File: src/rpci_pkg.sv
// Shared types and constants for the RX power calibration interpolator.
// Used by every module in src; no dependencies of its own.
package rpci_pkg;

    localparam int W_NUM      = 48;      // dividend magnitude bits
    localparam int W_DEN      = 32;      // divisor magnitude bits
    localparam int DIV_STAGES = W_NUM;   // one quotient bit per stage
    localparam int N_LANES    = 3;

    localparam logic [19:0] RECIP10     = 20'd838861;  // ceil(2^23 / 10)
    localparam int          RECIP_SHIFT = 23;
    localparam logic [34:0] SAT_LIMIT   = 35'd655360;  // 10 * 65536
    localparam logic [15:0] PWR_MAX     = 16'hffff;
    localparam logic [3:0]  FIT_LAGRANGE = 4'd1;

    typedef enum logic [2:0] {
        CFG_RSSI_UP    = 3'd0,
        CFG_POWER_UP   = 3'd1,
        CFG_RSSI_MID   = 3'd2,
        CFG_POWER_MID  = 3'd3,
        CFG_RSSI_DOWN  = 3'd4,
        CFG_POWER_DOWN = 3'd5,
        CFG_FIT_MODE   = 3'd6
    } t_cfg_idx;

    typedef struct packed {
        logic [15:0] rssi_up;
        logic [15:0] power_up;
        logic [15:0] rssi_mid;
        logic [15:0] power_mid;
        logic [15:0] rssi_down;
        logic [15:0] power_down;
        logic        is_lag;
    } t_cal;

    typedef struct packed {
        logic [W_NUM-1:0] num;
        logic [W_DEN-1:0] den;
        logic             neg;
    } t_div_op;

    typedef struct packed {
        logic [W_NUM-1:0] quo;
        logic             neg;
    } t_div_res;

    typedef struct packed {
        logic        is_lag;
        logic [15:0] base;
    } t_side;

endpackage

File: src/rpci_post.sv
// Back stages: signed quotient sum, clamp, divide by ten.
// Depends on rpci_pkg.
module rpci_post (
    input  logic                i_clk,
    input  logic                i_rst_n,
    input  logic                i_en,
    input  logic                i_valid,
    input  rpci_pkg::t_div_res  i_res [rpci_pkg::N_LANES],
    input  rpci_pkg::t_side     i_side,
    output logic                o_valid,
    output logic [15:0]         o_word
);

    logic               r_s5_valid, r_s6_valid, r_s7_valid;
    logic signed [34:0] r_s5_v;
    logic signed [34:0] n_s5_v;
    logic [19:0]        r_s6_x;
    logic               r_s6_sat;
    logic [19:0]        n_s6_x;
    logic               n_s6_sat;
    logic [15:0]        r_s7_word;
    logic [39:0]        c_prod;

    always_comb begin
        logic signed [48:0] sq [rpci_pkg::N_LANES];
        logic [31:0]        s32;
        for (int k = 0; k < rpci_pkg::N_LANES; k++) begin
            sq[k] = i_res[k].neg ? -$signed({1'b0, i_res[k].quo})
                                 :  $signed({1'b0, i_res[k].quo});
        end
        // Lagrange sum wraps to 32 bits
        s32 = sq[0][31:0] + sq[1][31:0] + sq[2][31:0];
        if (i_side.is_lag) begin
            n_s5_v = {{3{s32[31]}}, s32};
        end else begin
            n_s5_v = $signed(sq[0][34:0]) + $signed({19'd0, i_side.base});
        end
    end

    always_comb begin
        n_s6_x   = r_s5_v[19:0];
        n_s6_sat = 1'b0;
        if (r_s5_v[34]) begin
            n_s6_x = '0;
        end else if (r_s5_v >= $signed(rpci_pkg::SAT_LIMIT)) begin
            n_s6_sat = 1'b1;
        end
    end

    assign c_prod = r_s6_x * rpci_pkg::RECIP10;

    always_ff @(posedge i_clk) begin
        if (!i_rst_n) begin
            r_s5_valid <= 1'b0;
            r_s6_valid <= 1'b0;
            r_s7_valid <= 1'b0;
        end else if (i_en) begin
            r_s5_valid <= i_valid;
            r_s6_valid <= r_s5_valid;
            r_s7_valid <= r_s6_valid;
        end
    end

    always_ff @(posedge i_clk) begin
        if (i_en) begin
            r_s5_v    <= n_s5_v;
            r_s6_x    <= n_s6_x;
            r_s6_sat  <= n_s6_sat;
            r_s7_word <= r_s6_sat ? rpci_pkg::PWR_MAX
                                  : c_prod[rpci_pkg::RECIP_SHIFT +: 16];
        end
    end

    assign o_valid = r_s7_valid;
    assign o_word  = r_s7_word;

endmodule

File: config.mk
export PLATFORM = sky130hd
export DESIGN_NAME = rpci_post
export DESIGN_NICKNAME = d
export VERILOG_FILES = /design/src/rpci_pkg.sv /design/src/rpci_post.sv
export SDC_FILE = /design/constraint.sdc
export NUM_CORES = 1
export LEC_CHECK = 0
export BUFFER_PORTS_ARGS = -buffer_cell sky130_fd_sc_hd__buf_2
export CAP_MARGIN = 5
export CORE_AREA = 3 3 151 262
export DETAILED_ROUTE_END_ITERATION = 10
export DIE_AREA = 0 0 154 265
export GPL_TIMING_DRIVEN = 0
export MAX_ROUTING_LAYER = met4
export SLEW_MARGIN = 10
export SYNTH_ARGS = -nofsm -noshare
export SYNTH_HDL_FRONTEND = slang
export SYNTH_SLANG_ARGS = --single-unit
File: constraint.sdc
create_clock -name i_clk -period 17 [get_ports i_clk]
set_input_delay 3.4 -clock i_clk [delete_from_list [all_inputs] [get_ports i_clk]]
set_output_delay 3.4 -clock i_clk [all_outputs]
set_load 0.01 [all_outputs]
==> flow_summary.json, run 1 <==
{
  "crit_path_start": "i_res[99]",
  "drt_first_pass_iters": 5,
  "clk_latency_ns": 0.35,
  "dp_hpwl_um": 38000,
  "grt_max_degree": 59,
  "status": "finished, final reports clean",
  "antenna_left": 0,
  "hold_path_class": "reg2reg",
  "wl_met2_um": 23960,
  "die_area_sq_um": 40810,
  "top_layer": "met4",
  "clock-root-buffer": "clkbuf_16",
  "h-tree-depth": 3,
  "required_ns": 17.06,
  "tns_ns": 0,
  "vias": 11520,
  "synthMuxAreaShare_pct": 1.173,
  "worstMarginPinSlew_ns": 1.147,
  "maxCapViolCount": 0,
  "syn-cell-area_sq_um": 14940,
  "cp-start-kind": "input pin",
  "clkTransAtPathRegs_ns": 0.06,
  "worst-path-max-fanout": 10,
  "timing.final.crit_share_pct": 56.34,
  "cts.sinks": 75,
  "die_h_um": 265,
  "arrival_ns": 9.64,
  "synth-compound-area-share_pct": 12.93,
  "postCtsResizedCells": 0,
  "post_drt_wl_per_cell_um": 19.45,
  "fin_nets": 2255,
  "postCtsHoldBufs": 0,
  "syn2layout_area_growth_pct": 11.13,
  "setup_viol": 0,
  "critical_path_class": "in2reg",
  "final_util_pct": 43.97,
  "drt_iter0_markers": 433,
  "worst-r2r-cell-count": 21,
  "grt_pass1_vias": 12680,
  "avgSynthCellArea_sq_um": 9.770,
  "synth_top_family_by_area": "adder cells",
  "synth_ff_type": "edfxtp_1",
  "grt_pass1_wl_um": 66130,
  "synth.yosys.warnings": 0,
  "drive_gt1_share_pct": 11.46,
  "port_buffers": 138,
  "track_usage_pct": 21.39,
  "gp_congestion": 0.9047,
  "totalWireLength_um": 42090,
  "initial_core_util_pct": 39.57,
  "diodes": 0,
  "r2r_setup_slack_ns": 9.38,
  "rows": 94,
  "synth_fa_ha_area_share_pct": 42.32,
  "yosysSeqAreaShare_pct": 14.88,
  "antenna_found_initial": 0,
  "wl_met3_um": 776,
  "synthDistinctLibCells": 67,
  "core-area_sq_um": 37750,
  "layout_common_cells": "246 x ha_1, 229 x inv_1, 162 x fa_1",
  "cts-buffers-inserted": 9,
  "ios": 185,
  "clock.fmax_mhz": 104.4,
  "final_max_slew_viol_count": 0,
  "fin_worst_skew_ns": 0.01270,
  "setup.worst_path.end": "r_s5_v[34]",
  "async_flop_share_pct": 0,
  "fp.dieW_um": 154,
  "grt_overflow": 0,
  "hold_viol": 0,
  "end_kind": "flop",
  "drc_errors": 0,
  "relSlewSlack_pct": 22.82,
  "synth_edf_count": 72,
  "synth-xor-area-share_pct": 10.65,
  "rsz0062_at_grt": "no",
  "min_period_ns": 9.578,
  "ctsLongestPathBuffers": 2,
  "cts_setup_buffers": 0,
  "synth_fp_nets": 2105,
  "r2r_start": "r_s6_x[0]",
  "r2r-end": "o_word[15]",
  "wl_met1_um": 13970,
  "whs_ns": 0.5171,
  "synth_seq_cells": 75,
  "layout_commonest_cell": "ha_1",
  "cts_tree": "yes",
  "yosys.area_share.simple_pct": 11.41,
  "viasPerCell": 5.321,
  "synthCells": 1529
}
-- worst min-delay path by stage --
stage / from / to / cells past startpoint
2_1_floorplan: r_s5_valid / r_s5_valid / 2
3_3_place_gp: o_valid / o_valid / 2
3_5_place_dp: r_s5_valid / r_s5_valid / 2
4_1_cts: r_s5_valid / r_s5_valid / 2
5_1_grt: r_s5_v[12] / r_s6_x[12] / 1
6_report: r_s5_valid / r_s5_valid / 2
-- state kept, by name (all words and copies together) (netlist names) --
| name | cells |
|---|---|
| r_s6_sat | 1 |
| r_s5_valid | 1 |
| r_s5_v | 35 |
| o_word | 16 |
| o_valid | 1 |
| r_s6_valid | 1 |
| r_s6_x | 20 |
-- logic make-up (layout without fill, tap and decap cells) --
kind of cell,count (synthesis),count (layout)
adders and majority gates,408,408
and+or+nand+nor,307,307
AOI/OAI and AO/OA,288,288
buffers and inverters,254,409
xor gates and xnor gates,180,180
DFF,75,75
muxes,17,17
-- routing by layer --
layer | up-vias | track usage [%]
li1 | 5614 | -
met1 | 5508 | 19.36
met2 | 277 | 41.92
met3 | 116 | 1.143
met4 | 0 | 14.21
met5 | - | -
-- worst max-delay path, cell delays in order --
cell and delay (ns):
buf_2 0.13, inv_1 0.09, ha_1 0.18, nor4b_1 0.88, nand2_1 0.49, o31ai_1 0.39, xor2_1 0.71, inv_1 0.18
fa_1 0.52, ha_1 0.39, a21oi_1 0.08, o21ai_0 0.25, nand2b_1 0.14, o22ai_1 0.15, o311ai_0 0.86, a41oi_1 0.25
xor2_1 0.38, mux2i_1 0.17
-- layout make-up --
type,count,area (sq um)
fill,3705,21150
multi-input combinational,1200,11720
sequential,75,2222
inverter,230,863.3
timing repair buffer,139,720.7
tap,480,600.6
clock buffer,9,225.2
buffer,24,130.1
clock inverter,7,116.4
-- cell usage after synthesis, types with 4 or more instances --
cell / count / area (sq um)
nand3b_1: 5 / 37.54
o21bai_1: 6 / 45.04
fa_1: 162 / 3243
nand3_1: 20 / 100.1
o211ai_1: 9 / 67.56
o21ai_0: 68 / 340.3
nor3_1: 23 / 115.1
ha_1: 246 / 3078
inv_1: 229 / 859.6
nand2b_1: 26 / 162.7
mux2_2: 4 / 45.04
or3_1: 18 / 112.6
nor4_1: 11 / 68.82
o41ai_1: 17 / 148.9
a211oi_1: 10 / 75.07
nor3b_1: 4 / 30.03
a21o_1: 37 / 277.8
edfxtp_1: 72 / 2162
nor2_1: 43 / 161.4
nand2_1: 65 / 244.0
buf_6: 4 / 45.04
or4_1: 13 / 97.59
or2_2: 11 / 68.82
xor2_1: 59 / 516.8
o31ai_1: 30 / 225.2
a31oi_1: 9 / 56.30
nand4_1: 8 / 50.05
xnor2_1: 120 / 1051
and2_1: 11 / 68.82
nor2b_1: 29 / 181.4
a21oi_1: 52 / 260.3
o2111ai_1: 6 / 52.55
nor4_2: 4 / 50.05
o21a_1: 13 / 97.59
and3_1: 4 / 25.02
a41oi_1: 5 / 43.79
clkbuf_1: 19 / 71.32
mux2i_1: 13 / 130.1
nor4b_1: 4 / 35.03
-- through the flow --
stage | setup WS (ns) | instances | instance area [sq um]
finish | 7.422 | 2164 | 16600
detailed placement | 7.045 | 2148 | 16260
floorplan | 8.939 | 1529 | 14940
global route | 7.051 | 2164 | 16600
CTS | 7.378 | 2164 | 16600
global placement | 7.090 | 2147 | 16230
Power of run 1 is left out: the tool's default activity adds up to more than one toggle a clock period on the data nets, which glitch-free logic cannot reach.
==> run 2, diff against run 1 <==
- clock period: 17 -> 7.9 ns (I/O delays scaled with it)
==> flow_summary.json, run 2 (same netlist as run 1, synthesis figures left out) <==
{
  "status": "finished, final reports clean",
  "totalWireLength_um": 42130,
  "track_usage_pct": 21.39,
  "r2r-end": "o_word[15]",
  "die_h_um": 265,
  "ios": 185,
  "clock.fmax_mhz": 130.7,
  "relSlewSlack_pct": 19.55,
  "grt_max_degree": 59,
  "path_cells": "ha_1, ha_1, inv_1, fa_1, inv_1, fa_1, fa_1, fa_1, inv_1, fa_1, inv_1, ha_1, nand4_1, a211oi_1, a221oi_1, o2111ai_1, a31oi_1, o21bai_1, a311oi_2, o21a_1, o21a_1",
  "crit_family": "adder cells",
  "min_period_ns": 7.650,
  "end_kind": "flop",
  "hold_depth": 2,
  "port_buffers": 138,
  "cts.sinks": 75,
  "vias": 11530,
  "min_from": "r_s5_valid",
  "min_to": "r_s5_valid",
  "top_register": "r_s5_v",
  "fin_nets": 2255,
  "diodes": 0,
  "r2r_setup_slack_ns": 0.25,
  "r2r_start": "r_s6_x[0]",
  "drt_first_pass_iters": 4,
  "grt_pass1_wl_um": 66130,
  "critPathBufInv": 4,
  "slowest_stage": "a211oi_1",
  "fin_ws_ns": 0.2497,
  "cts_tree": "yes",
  "clkTransAtPathRegs_ns": 0.06,
  "gp_congestion": 0.9047,
  "worst-r2r-cell-count": 21,
  "crit_top_cell": "fa_1",
  "required_ns": 8.00,
  "antenna_found_initial": 0,
  "place_area_sq_um": 16260,
  "drive_gt1_share_pct": 11.64,
  "worst-path-max-fanout": 7,
  "hold_viol": 0,
  "antenna_left": 0,
  "final_max_slew_viol_count": 0,
  "drt_iter0_markers": 484,
  "cts-buffers-inserted": 9,
  "dp_slack_ns": -0.2349,
  "critical_path_class": "reg2reg",
  "clk_latency_ns": 0.35,
  "clock-root-buffer": "clkbuf_16",
  "post_drt_wl_per_cell_um": 19.47,
  "syn2layout_area_growth_pct": 11.26,
  "rows": 94,
  "grt_pass1_vias": 12680,
  "initial_core_util_pct": 39.57,
  "die_area_sq_um": 40810,
  "final_util_pct": 44.02,
  "cp-start-kind": "flop",
  "layout_commonest_cell": "ha_1",
  "ctsLongestPathBuffers": 2,
  "h-tree-depth": 3,
  "fp.dieW_um": 154,
  "core-area_sq_um": 37750,
  "fin_worst_skew_ns": 0.01190,
  "cp_slowest_stage_delay_ns": 0.78,
  "maxCapViolCount": 0,
  "hold_path_class": "reg2reg",
  "design_area_sq_um": 16620,
  "tns_ns": 0,
  "setup_viol": 0,
  "layout_common_cells": "246 x ha_1, 229 x inv_1, 162 x fa_1",
  "dp_hpwl_um": 38000,
  "largest_reg_flops": 35,
  "worstMarginPinSlew_ns": 1.196,
  "viasPerCell": 5.330,
  "timing.final.crit_share_pct": 96.84,
  "grt_overflow": 0,
  "drc_errors": 0,
  "arrival_ns": 7.75
}
[run 2: cell types whose count changed in the layout (fill, tap and decap cells not counted)]
| cell | delta |
|---|---|
| a311oi_1 | -1 |
| a311oi_2 | +1 |
| nor4_1 | -1 |
| nor4_2 | +1 |
| nor4b_1 | -1 |
| nor4b_2 | +1 |
[run 2: what timing repair did]
action / in CTS / in global routing
setup buffers: 0 / 0
resized for setup: 0 / 3
endpoints found under the setup margin: 0 / 7
hold buffers: 0 / 0
[run 2: layer usage]
metal | wire, um | share of wire (%) | GRT usage [%] | vias to the layer above
met4 | 3342 | 7.9 | 14.21 | 0
met1 | 14100 | 33 | 19.36 | 5545
met3 | 657 | 1.6 | 1.143 | 116
met5 | 0 | 0 | - | -
met2 | 24030 | 57 | 41.92 | 255
li1 | - | - | - | 5618
[run 2: stage by stage]
| step | hold slack, ns | std cells |
|---|---|---|
| 2_1_floorplan | 0.4824 | 1529 |
| 6_report | 0.5171 | 2164 |
| 3_3_place_gp | 0.4985 | 2147 |
| 3_5_place_dp | 0.5102 | 2148 |
| 4_1_cts | 0.5259 | 2164 |
| 5_1_grt | 0.5555 | 2164 |
[run 2: area by class of cell]
type / instances / area [sq um]
Tap cell: 480 / 600.6
Buffer: 24 / 130.1
Sequential cell: 75 / 2222
Fill cell: 3710 / 21130
Clock buffer: 9 / 225.2
Inverter: 230 / 863.3
Timing Repair Buffer: 139 / 720.7
Multi-Input combinational cell: 1200 / 11740
Clock inverter: 7 / 116.4
[run 2: worst max-delay path by stage]
stage,startpoint,end,slack (ns),cells after the start
after global routing,r_s6_x[0],o_word[15],-0.02,21
after floorplan,r_s6_x[4],o_word[15],1.64,21
after CTS,i_res[99],r_s5_v[34],0.1,18
after detailed placement,i_res[99],r_s5_v[34],-0.23,18
final,r_s6_x[0],o_word[15],0.25,21
after global placement,i_res[99],r_s5_v[34],-0.19,18
[run 2: worst min-delay path: stages (launching register included)]
cell and delay (ns):
dfxtp_1 0.32, mux2i_1 0.06, nor2b_1 0.09
Power of run 2 is left out for the same reason.
